==> src/rtl/core/lcpl_ram.sv <==
// Generic single-write, single-read RAM with registered read data.
`timescale 1ns / 1ps

module lcpl_ram #(
    parameter int WIDTH = 8,
    parameter int DEPTH = 16,
    localparam int AW   = (DEPTH > 1) ? $clog2(DEPTH) : 1
) (
    input  logic             i_clk,
    input  logic             i_we,
    input  logic [AW-1:0]    i_waddr,
    input  logic [WIDTH-1:0] i_wdata,
    input  logic             i_re,
    input  logic [AW-1:0]    i_raddr,
    output logic [WIDTH-1:0] o_rdata
);

    logic [WIDTH-1:0] r_mem [DEPTH];
    logic [WIDTH-1:0] r_rdata;

    // Write port
    always_ff @(posedge i_clk) begin
        if (i_we) begin
            r_mem[i_waddr] <= i_wdata;
        end
    end

    // Read port, data holds until the next read
    always_ff @(posedge i_clk) begin
        if (i_re) begin
            r_rdata <= r_mem[i_raddr];
        end
    end

    assign o_rdata = r_rdata;

endmodule

==> config.mk <==
export PLATFORM = sky130hd
export DESIGN_NAME = lcpl_ram
export DESIGN_NICKNAME = d
export VERILOG_FILES = /design/src/rtl/core/lcpl_ram.sv
export SDC_FILE = /design/constraint.sdc
export NUM_CORES = 1
export LEC_CHECK = 0
export BUFFER_PORTS_ARGS = -buffer_cell sky130_fd_sc_hd__buf_4
export CAP_MARGIN = 20
export CORE_MARGIN = 4
export CORE_UTILIZATION = 25
export DETAILED_ROUTE_END_ITERATION = 8
export MAX_ROUTING_LAYER = met4
export PLACE_DENSITY = 0.48
export SLEW_MARGIN = 25
export SYNTH_ARGS = -nofsm -noshare
export SYNTH_HDL_FRONTEND = slang
export SYNTH_SLANG_ARGS = --single-unit
export TNS_END_PERCENT = 10
==> constraint.sdc <==
create_clock -name i_clk -period 2.4 [get_ports i_clk]
set_input_delay 0.24 -clock i_clk [delete_from_list [all_inputs] [get_ports i_clk]]
set_output_delay 0.24 -clock i_clk [all_outputs]
set_load 0.02 [all_outputs]
# == Yosys cells after proc, flatten, opt, wreduce, memory -nomap -nowiden ==
# Memory sizes are Yosys's and may differ from the RTL's. A register that Yosys moved wholly into a read port is not among the register bits.
# Index checks and enable logic that the tools add are counted.
# word_totals
register_bits,0
mem_bits_rw,128
in_bits,19
out_inout_bits,8
memories,1
# memory_table
name,words,word_bits,read_ports,rd_clocked_by_memory_dff,wr,line_no,rtl
r_mem,16,8,1,1,1,18,logic [WIDTH-1:0] r_mem [DEPTH];
# op_classes
mux,2
# ops
operator,n
$mux W1,2

# == Depth between registers and ports, before layout ==
# Gate-level depths: netlist of the first run.
# logic_depth
word_depth,2
ltp_mapped,5

# == Worst setup path after synthesis of the first run ==
# No wires, ideal clock.
# synth_path
kind,input to register
start,in i_waddr[2]
end,mem r_mem[0][0] (enable)
setup_time_ns,0.383
arrival_time_ns,1.350
required_time_ns,2.017
path_slack_ns,0.667
path_stages,2
path_buffers,0
path_cell_list,or3b_2 -> nor3_1
# synth_lines
element,line_no,rtl
start: declaration,11,"input logic [AW-1:0] i_waddr,"
end: declaration,18,
# No word-level cell before the write port.

==> metrics.md, run 1 <==
| Metric | Value |
|---|---|
| Endpoint, Worst Hold | `r_mem[1][3]` |
| Worst r2r src | `r_mem[1][0]` |
| Cell Area, Synth | `5230 um2` |
| NumNets Final | `302` |
| Pin count of the biggest net entering global routing | `33` |
| R2R cell count | `3` |
| CTS resizes | `0` |
| Detailed Route Iter0 Violations | `240` |
| Peak Freq | `676 MHz` |
| Yosys reg bits | `136` |
| CTS tree | `done` |
| Setup_tns | `0 ps` |
| # Post-CTS Setup Buffers | `0` |
| Dpl hpwl | `7200 um` |
| Yosys top cell area share | `78.1%` |
| Worst-margin pin slew | `490 ps` |
| Required time worst endpoint | `2540 ps` |
| Placed insts | `534` |
| DRC | `0` |
| Flop-to-flop setup slack | `920 ps` |
| Wire length per cell after detailed routing | `19.7 um` |
| Max clock buf depth | `2` |
| Hold path depth | `1` |
| CTS Sinks | `136` |
| Final Cycle Share | `61.6%` |
| Fin crit period | `1480 ps` |
| Crit Path Max Fanout | `1` |
| Grt ovf | `0` |
| Post-DR vias/cell | `4.33` |
| Io pins | `27` |
| Crit-path max cell delay | `500 ps` |
| Clock buffer count from CTS | `17` |
| Buffers on Ports | `26` |
| Post-Syn Instances | `229` |
| Fin cells | `567` |
| Initial antenna violation count | `0` |
| Die span in x | `153 um` |
| Hold Path Class | `primary input to flip-flop` |
| Final ANT Viol Nets | `0` |
| Synth-to-Final Area Change | `23.1%` |
| Asr flop ratio synth | `0%` |
| Final setup vio count | `0` |
| Crit. End Element | `flip-flop` |
| Top-count cell post-synth | `edfxtp_1` |
| Final wirelength | `11200 um` |
| Worst R2R End | `o_rdata[0]` |
| CTS H-tree depth | `4` |
| Vias in the first global route | `2597` |
| Die Height | `153 um` |
| Worst-path clk slew | `60 ps` |
| Core area | `20400 um2` |
| Share of post-route cells with drive strength above 1 | `31.8%` |
| Crit path cell chain | `mux4_1, a22oi_1, nand2_1` |
| DRT Pass-1 Iters | `4` |
| Yosys warnings | `0` |
| Commonest cells in the netlist | `edfxtp_1 (136), mux4_2 (18), a22oi_1 (16), mux4_1 (14), nor2_1 (13)` |
| # hold bufs at CTS | `0` |
| Avg Cell Area, Syn | `22.8 um2` |
| Row cnt | `52` |
| Max-slew violations | `0` |
| Post-synth top flop | `edfxtp_1` |
| Worst rel slew slack | `67.4%` |
| Outcome | `complete, no violations` |
| Hold_sp | `i_wdata[3]` |
| PD cells | `866 nW/um2` |
| Hold Vio Cnt, Final | `0` |
| Yosys cell types | `18` |
| Final clock skew | `5.33 ps` |
| Initial Util | `25.6%` |
| Max-cap violation count | `0` |
| GRT Total Usage | `10.3%` |
| Clk root buf | `clkbuf_16` |
| Leading area contributor after synthesis | `edfxtp_1` |
| Crit-path leading delay family | `multiplexers` |
| Max VDD drop | `490 uV` |
| Leakage | `0.00211 uW` |
| Startpoint Class | `flip-flop` |
| GP Congestion | `0.712` |
| Worst skew pair latency | `410 ps` |
| Worst path buffer plus inverter count | `0` |
| RSZ-0062 raised after global routing | `no` |
| Critical path arrival | `1620 ps` |
| Die ar. | `23300 um2` |
| Via count | `2454` |
| Slowest cell on crit path | `mux4_1` |
| First-pass GRT wire length | `16700 um` |
| Setup CP Type | `flip-flop to flip-flop` |
| Number of synthesized flops with an enable pin | `136` |
| Net count after synthesis | `248` |
| Sequential cell area fraction in the yosys report | `78.1%` |
| Dominant cells by area after synthesis | `edfxtp_1 (78%), mux4_2 (7.8%), mux4_1 (7.0%)` |
-- worst register-to-register path, stage by stage, from the launching register on --
cell      delay (ps)
edfxtp_1         350
mux4_1           500
a22oi_1          230
nand2_1          140
-- report_power, final --
group	internal (uW)	total [uW]	switching (uW)
Clock	1630	2610	979
Combinational	118	274	156
Sequential	2680	2690	13.9
-- final cells by class --
type	count	area, um2
clock buffer	17	425
sequential	136	4080
multi-input combinational	83	1060
fill	1964	14000
timing repair buffer	45	350
tap	270	338
clock inverter	15	178
antenna	1	2.50
-- cells by family after synthesis --
group / count (synthesis) / share of synthesized area [%]
flops: 136 / 78.1
simple gates: 35 / 3.14
mux: 32 / 14.8
compound gates: 16 / 2.30
buf+inv: 10 / 1.65
-- placed cells by master (no fill, tap or decap), drive strengths merged, types with 2 or more instances in the layout --
master / n
clkinv: 4
mux4: 32
nor3: 4
a22oi: 16
nand3b: 2
inv: 2
clkbuf: 17
buf: 45
nor2: 13
clkinvlp: 6
bufinv: 3
nand2b: 2
edfxtp: 136
nand2: 9
-- routing by layer --
metal / up-vias / GRT usage (%) / wire length, um / part of all wire [%]
met5: - / - / 0 / 0
met4: 0 / 3.82 / 156 / 1.4
met3: 12 / 3.35 / 500 / 4.5
met2: 48 / 14.2 / 4950 / 44
met1: 1302 / 14.3 / 5560 / 50
li1: 1092 / - / - / -
-- registers in the layout (all words and copies together), names as in the netlist --
name,cells
o_rdata,8
r_mem,128
-- per-stage QoR --
| step | hold WS, ps | worst slack, ps | cell area (um2) | power (uW) | util, % |
|---|---|---|---|---|---|
| after floorplan | 339 | 667 | 5230 | 2890 | - |
| after CTS | 113 | 891 | 6430 | 5640 | 31.5 |
| after detailed placement | 551 | 520 | 5830 | 3020 | 28.5 |
| after global placement | 539 | 531 | 5830 | 3020 | 28.5 |
| final | 126 | 921 | 6430 | 5580 | 31.5 |
| after global routing | 125 | 823 | 6430 | 5790 | 31.5 |
-- how the worst max path moves through the flow --
stage | startpoint | to | slack [ps] | cells after the start
finish | r_mem[1][0] | o_rdata[0] | 920 | 3
global route | r_mem[5][0] | o_rdata[0] | 820 | 3
CTS | r_mem[1][0] | o_rdata[0] | 890 | 3
detailed placement | i_raddr[0] | o_rdata[0] | 520 | 5
global placement | i_raddr[0] | o_rdata[0] | 530 | 5
floorplan | i_waddr[2] | r_mem[0][0] | 670 | 2
Note: power is estimated with default switching activity, not from simulation.
==> inputs of run 2 (changes only) <==
--- a/config.mk
+++ b/config.mk
@@ -11,7 +11,7 @@
 export CORE_UTILIZATION = 25
 export DETAILED_ROUTE_END_ITERATION = 8
 export MAX_ROUTING_LAYER = met4
-export PLACE_DENSITY = 0.48
+export PLACE_DENSITY = 0.5
 export SLEW_MARGIN = 25
 export SYNTH_ARGS = -nofsm -noshare
 export SYNTH_HDL_FRONTEND = slang
==> constraint.sdc (replaced) <==
create_clock -name i_clk -period 1.3 [get_ports i_clk]
set_input_delay 0.13 -clock i_clk [delete_from_list [all_inputs] [get_ports i_clk]]
set_output_delay 0.13 -clock i_clk [all_outputs]
set_load 0.02 [all_outputs]
==> run 2 against run 1 <==
The run now ends with negative setup slack left. Worst setup slack lost 1100 ps. Largest cell class unchanged. Wire length fell by 1.4%. Count of clock-buffer cells in the layout increased by 4. Register-to-register slack got worse by 1100 ps. Power up 70%. Final cell count increased by 0.88%. Global-route usage shrank 0.094 points. Core utilization about the same. Non-clock buffer count up 9. Sequential power up 85%.
==> metrics.md, run 2 (synthesis results as in run 1) <==
| Metric | Value |
|---|---|
| Slowest cell on crit path | `mux4_2` |
| Crit-path max cell delay | `520 ps (+20 ps)` |
| Violated checks | `negative setup slack` |
| Detailed Route Iter0 Violations | `158 (-34%)` |
| Final wirelength | `11000 um (-1.4%)` |
| Die Height | `153 um (unchanged)` |
| Worst-path clk slew | `50 ps (about the same)` |
| Pin count of the biggest net entering global routing | `17 (-48%)` |
| PD cells | `1470 nW/um2 (+70%)` |
| Hold Path Class | `primary input to flip-flop` |
| First-pass GRT wire length | `16500 um (-1.4%)` |
| Synth-to-Final Area Change | `23.2% (about the same)` |
| CTS tree | `done` |
| Fin crit period | `1450 ps (-24.4 ps)` |
| GP Congestion | `0.721 (+1.2%)` |
| DRC | `0 (unchanged)` |
| Met3 usage | `4.43% (+1.1 points)` |
| Row cnt | `52 (unchanged)` |
| Vias in the first global route | `2600 (+0.12%)` |
| Required time worst endpoint | `1470 ps (-1070 ps)` |
| Startpoint Class | `flip-flop` |
| Leakage | `0.00211 uW (-0.25%)` |
| Max reg flops | `128 (unchanged)` |
| Max-slew violations | `0 (unchanged)` |
| Total Power | `9470 uW (+70%)` |
| Critical path arrival | `1620 ps (about the same)` |
| Die ar. | `23300 um2 (unchanged)` |
| Post-DR vias/cell | `4.24 (-2.0%)` |
| Most common cell after layout, fill and taps aside | `edfxtp_1` |
| Worst rel slew slack | `36.6% (-31 points)` |
| Setup CP Type | `flip-flop to flip-flop` |
| Clock buffer count from CTS | `17 (unchanged)` |
| Met1 usage | `13.0% (-1.3 points)` |
| Grt ovf | `0 (unchanged)` |
| Final Cycle Share | `112% (+50 points)` |
| Worst skew pair latency | `420 ps (about the same)` |
| Max-cap violation count | `0 (unchanged)` |
| GRT Total Usage | `10.2% (-0.094 points)` |
| DRT Pass-1 Iters | `4 (unchanged)` |
| Buffers on Ports | `26 (unchanged)` |
| RSZ-0062 raised after global routing | `yes` |
| Final ANT Viol Nets | `0 (unchanged)` |
| Most Crowded Layer GR | `met2` |
| Initial Util | `25.6% (unchanged)` |
| Dpl hpwl | `7190 um (-0.11%)` |
| Largest reg by FF count | `r_mem` |
| Hold Vio Cnt, Final | `0 (unchanged)` |
| CTS H-tree depth | `4 (unchanged)` |
| Most frequent cells in the layout | `edfxtp_1 (136), buf_4 (48), mux4_2 (27)` |
| M2 GR Usage | `15.1% (+0.84 points)` |
| Crit path cell chain | `mux4_2, a22oi_2, nand2_1` |
| Worst-margin pin slew | `948 ps (+458 ps)` |
| CTS Sinks | `136 (unchanged)` |
| Die span in x | `153 um (unchanged)` |
| Crit Path Max Fanout | `1 (unchanged)` |
| Core area | `20400 um2 (unchanged)` |
| Fillers | `1980 (+0.81%)` |
| Crit. End Element | `flip-flop` |
| Max clock buf depth | `2 (unchanged)` |
| Final clock skew | `5.38 ps (+0.0564 ps)` |
| Clk root buf | `clkbuf_16` |
| Final setup vio count | `8 (+8)` |
| Wire length per cell after detailed routing | `19.2 um (-2.3%)` |
| WHS | `25.3 ps (-100 ps)` |
| Peak Freq | `688 MHz (+1.7%)` |
| Antenna cells | `0 (-1)` |
| Max VDD drop | `791 uV (+62%)` |
| Setup_tns | `-781 ps (-781 ps)` |
| # hold bufs at CTS | `0 (unchanged)` |
| Share of post-route cells with drive strength above 1 | `36.8% (+5.0 points)` |
| Initial antenna violation count | `0 (unchanged)` |
| NumNets Final | `311 (+3.0%)` |
| Outcome | `finished, violations left` |
| Via count | `2425 (-1.2%)` |
| Io pins | `27 (unchanged)` |
| Worst setup margin | `-154 ps (-1080 ps)` |
==> run 2: changes by cell type in the layout (fill, tap and decap cells not counted), sizes merged <==
cell,previous run,this run
buf,45,54
bufinv,3,0
clkbuf,17,21
clkinv,4,8
clkinvlp,6,0
diode,1,0
inv,2,0
==> run 2: critical path, delay by kind of cell (launching register included) <==
| kind | cells | cell delay (ps) |
|---|---|---|
| flops | 1 | 380 |
| mux | 1 | 520 |
| simple gates | 1 | 80 |
| compound gates | 1 | 240 |
==> run 2: what timing repair did <==
item	in CTS	in global routing
resized for setup	6	3
buffers inserted	0	0
setup endpoints to repair	8	8
pin swaps	1	2
==> run 2: final timing paths <==
kind	startpoint	to	slack, ps	depth (start not counted)
hold / removal	i_wdata[7]	r_mem[15][7]	30	1
setup / recovery	r_mem[2][2]	o_rdata[2]	-150	3
hold reg to reg	r_mem[14][2]	o_rdata[2]	750	3
setup reg to reg	r_mem[2][2]	o_rdata[2]	-150	3
==> run 2: layout make-up <==
type	instances	area, um2	share of cell area, %
multi-input cells	83	1060	16.5
repair buffers	54	480	7.46
clock inverters	8	35.0	0.544
well taps	270	338	5.24
flip-flops and latches	136	4080	63.4
clock buffers	21	440	6.84
==> run 2: stage by stage <==
stage | setup WS, ps | cells | area [um2] | util [%]
6_report | -154 | 572 | 6440 | 31.5
5_1_grt | -207 | 572 | 6440 | 31.5
4_1_cts | -156 | 572 | 6430 | 31.5
3_5_place_dp | -392 | 543 | 5940 | 29.1
3_3_place_gp | -431 | 543 | 5940 | 29.1
2_1_floorplan | -96.1 | 229 | 5220 | -
==> run 2: power breakdown <==
| group | switching (uW) | internal [uW] |
|---|---|---|
| sequential | 30.2 | 4950 |
| clock | 1570 | 2350 |
| combinational | 305 | 264 |
| total | 1910 | 7560 |
==> run 2: per-layer routing <==
metal | part of all wire [%] | wire length (um) | vias up
met1 | 45 | 4980 | 1256
met5 | 0 | 0 | -
met2 | 48 | 5230 | 59
met3 | 6.1 | 674 | 11
met4 | 1.1 | 124 | 0
li1 | - | - | 1099
==> inputs of run 3 (changes only) <==
--- a/config.mk
+++ b/config.mk
@@ -5,13 +5,16 @@
 export SDC_FILE = /design/constraint.sdc
 export NUM_CORES = 1
 export LEC_CHECK = 0
+export ABC_AREA = 1
 export BUFFER_PORTS_ARGS = -buffer_cell sky130_fd_sc_hd__buf_4
 export CAP_MARGIN = 20
+export CELL_PAD_IN_SITES_DETAIL_PLACEMENT = 0
+export CELL_PAD_IN_SITES_GLOBAL_PLACEMENT = 2
 export CORE_MARGIN = 4
 export CORE_UTILIZATION = 25
 export DETAILED_ROUTE_END_ITERATION = 8
 export MAX_ROUTING_LAYER = met4
-export PLACE_DENSITY = 0.5
+export PLACE_DENSITY = 0.64
 export SLEW_MARGIN = 25
 export SYNTH_ARGS = -nofsm -noshare
 export SYNTH_HDL_FRONTEND = slang
==> run 3 against run 2 <==
The flow now finishes without violations. Wire length up 38%. Via count up 58%. Non-clock buffer count is 4 higher. Register-to-register slack gained 280 ps. Final area rose by 12%. Worst setup slack improved by 240 ps. Largest cell class unchanged.
==> metrics.md, run 3 <==
| Metric | Value |
|---|---|
| Worst skew pair latency | `420 ps (about the same)` |
| Crit-path leading delay family | `flip-flops` |
| Top-count cell post-synth | `nand2_1` |
| Critical path arrival | `1090 ps (-530 ps)` |
| Largest reg by FF count | `r_mem` |
| Crit-path max cell delay | `470 ps (-50 ps)` |
| Asr flop ratio synth | `0% (unchanged)` |
| Sw Share | `20.9% (+0.74 points)` |
| FF/Latch Area | `4080 um2 (unchanged)` |
| Most common cell after layout, fill and taps aside | `nand2_1` |
| Footprint of the multi-input gates | `1210 um2 (+14%)` |
| Leakage | `0.00305 uW (+45%)` |
| First-pass GRT wire length | `23400 um (+42%)` |
| Via count | `3838 (+58%)` |
| Final setup vio count | `0 (-8)` |
| Post-DR vias/cell | `4.13 (-2.6%)` |
| Setup CP Type | `flip-flop to output pin` |
| PD cells | `1460 nW/um2 (-0.52%)` |
| GRT Total Usage | `12.6% (+2.3 points)` |
| Leading area contributor after synthesis | `edfxtp_1` |
| Initial Util | `25.6% (about the same)` |
| # hold bufs at CTS | `0 (unchanged)` |
| Max-slew violations | `0 (unchanged)` |
| Max clock buf depth | `2 (unchanged)` |
| Final clock skew | `11.4 ps (+6.05 ps)` |
| CTS H-tree depth | `4 (unchanged)` |
| Post-synth top flop | `edfxtp_1` |
| Clock buffer count from CTS | `17 (unchanged)` |
| # Post-CTS Setup Buffers | `0 (unchanged)` |
| Sw Pwr | `2210 uW (+16%)` |
| Max-cap violation count | `0 (unchanged)` |
| Vias in the first global route | `3947 (+52%)` |
| Synth-to-Final Area Change | `23.5%` |
| DRT Pass-1 Iters | `5 (+1)` |
| Row cnt | `55 (+5.8%)` |
| Outcome | `complete, no violations` |
| Fin crit period | `1220 ps (-235 ps)` |
| DRC | `0 (unchanged)` |
| Peak Freq | `820 MHz (+19%)` |
| Post-Syn Instances | `551 (+140%)` |
| Crit. End Element | `output pin` |
| Worst path buffer plus inverter count | `1 (+1)` |
| Startpoint Class | `flip-flop` |
| Worst rel slew slack | `78.3% (+42 points)` |
| Buffers on Ports | `26 (unchanged)` |
| Comb power frac | `6.9% (+0.9 points)` |
| Antenna cells | `0 (unchanged)` |
| Die ar. | `25900 um2 (+11%)` |
| Avg Cell Area, Syn | `10.6 um2 (-54%)` |
| Setup_tns | `0 ps (+781 ps)` |
| Yosys reg bits | `136 (unchanged)` |
| Sequential cell area fraction in the yosys report | `69.8% (-8.3 points)` |
| Detailed Route Iter0 Violations | `148 (-6.3%)` |
| Initial antenna violation count | `0 (unchanged)` |
| Dominant cells by area after synthesis | `edfxtp_1 (70%), nand2_1 (11%), nand3_1 (8.3%)` |
| Crit path cell chain | `buf_4` |
| GP Congestion | `0.769 (+6.7%)` |
| CTS Sinks | `136 (unchanged)` |
| Internal power | `8360 uW (+11%)` |
| Worst-path clk slew | `60 ps (about the same)` |
| Net count after synthesis | `570 (+130%)` |
| Placed insts | `898 (+65%)` |
| Max reg flops | `128 (unchanged)` |
| Clk pwr share | `46.0% (+4.6 points)` |
| Yosys warnings | `0 (unchanged)` |
| Sequential share of power | `47.1% (-5.5 points)` |
| Slowest cell on crit path | `edfxtp_1` |
| Wire length per cell after detailed routing | `16.3 um (-15%)` |
| Most frequent cells in the layout | `nand2_1 (173), edfxtp_1 (136), inv_1 (100)` |
| Hold Path Class | `primary input to flip-flop` |
| Cell Area, Synth | `5850 um2 (+12%)` |
| Yosys top cell area share | `69.8% (-8.3 points)` |
| Dpl hpwl | `10100 um (+40%)` |
| Pin count of the biggest net entering global routing | `36 (+19)` |
| Final ANT Viol Nets | `0 (unchanged)` |
| Crit Path Max Fanout | `1 (unchanged)` |
| CTS tree | `done` |
| RSZ-0062 raised after global routing | `no` |
| Yosys cell types | `11 (-7)` |
| Hold Vio Cnt, Final | `0 (unchanged)` |
| Fillers | `2397 (+21%)` |
| Clk root buf | `clkbuf_16` |
| CTS resizes | `0 (-6)` |
| Number of synthesized flops with an enable pin | `136 (unchanged)` |
| Share of post-route cells with drive strength above 1 | `13.8% (-23 points)` |
| Max VDD drop | `855 uV (+8.1%)` |
| Io pins | `27 (unchanged)` |
| Final wirelength | `15200 um (+38%)` |
| Core area | `22800 um2 (+12%)` |
| Commonest cells in the netlist | `nand2_1 (173), edfxtp_1 (136), inv_1 (100), nand3_1 (97), nor2_1 (17)` |
| Required time worst endpoint | `1170 ps (-300 ps)` |
| NumNets Final | `623 (+100%)` |
| Worst-margin pin slew | `326 ps (-622 ps)` |
| Fin cells | `929 (+62%)` |
| Final Cycle Share | `93.8% (-18 points)` |
| Die span in x | `161 um (+5.5%)` |
| Die Height | `161 um (+5.5%)` |
| Grt ovf | `0 (unchanged)` |
[run 3: final timing paths]
| kind | startpoint | endpoint | slack [ps] | cells after the start |
|---|---|---|---|---|
| setup / recovery | o_rdata[3] | o_rdata[3] | 80 | 1 |
| hold / removal | i_re | o_rdata[3] | 50 | 1 |
| setup reg to reg | r_mem[1][7] | o_rdata[7] | 130 | 6 |
| hold reg to reg | r_mem[2][0] | o_rdata[0] | 750 | 6 |
[run 3: power by group through the flow]
stage | clock [uW] | sequential [uW] | combinational (uW)
floorplan | 0 | 5080 | 346
global placement | 0 | 5060 | 750
detailed placement | 0 | 5070 | 750
CTS | 4970 | 4980 | 752
global route | 5160 | 4980 | 815
finish | 4860 | 4980 | 730
[run 3: routing by layer]
| layer | vias to the layer above | track usage (%) | part of all wire [%] |
|---|---|---|---|
| li1 | 1885 | - | - |
| met1 | 1872 | 16.2 | 46 |
| met2 | 70 | 20.4 | 49 |
| met3 | 11 | 2.13 | 4.5 |
| met4 | 0 | 4.07 | 0.94 |
| met5 | - | - | 0 |
[run 3: metrics by stage]
stage	hold slack [ps]	util (%)	cell area, um2	setup WS, ps	total power [uW]
6_report	47.5	31.6	7220	80.8	10600
2_1_floorplan	229	-	5850	219	5430
4_1_cts	48.8	31.6	7220	67.7	10700
5_1_grt	50.2	31.6	7220	42.6	11000
3_5_place_dp	482	29.0	6630	-153	5820
3_3_place_gp	473	29.0	6630	-176	5810
[run 3: layout make-up]
type	count	share of cell area (%)
Tap cell	313	5.42
Clock inverter	12	2.18
Sequential cell	136	56.5
Clock buffer	19	5.99
Multi-Input combinational cell	289	16.8
Inverter	102	5.30
Timing Repair Buffer	58	7.76
[run 3: cells by family after synthesis]
logic type | after synthesis | synth area share [%]
flops | 136 | 69.8
simple gates | 289 | 20.8
buf+inv | 126 | 9.39
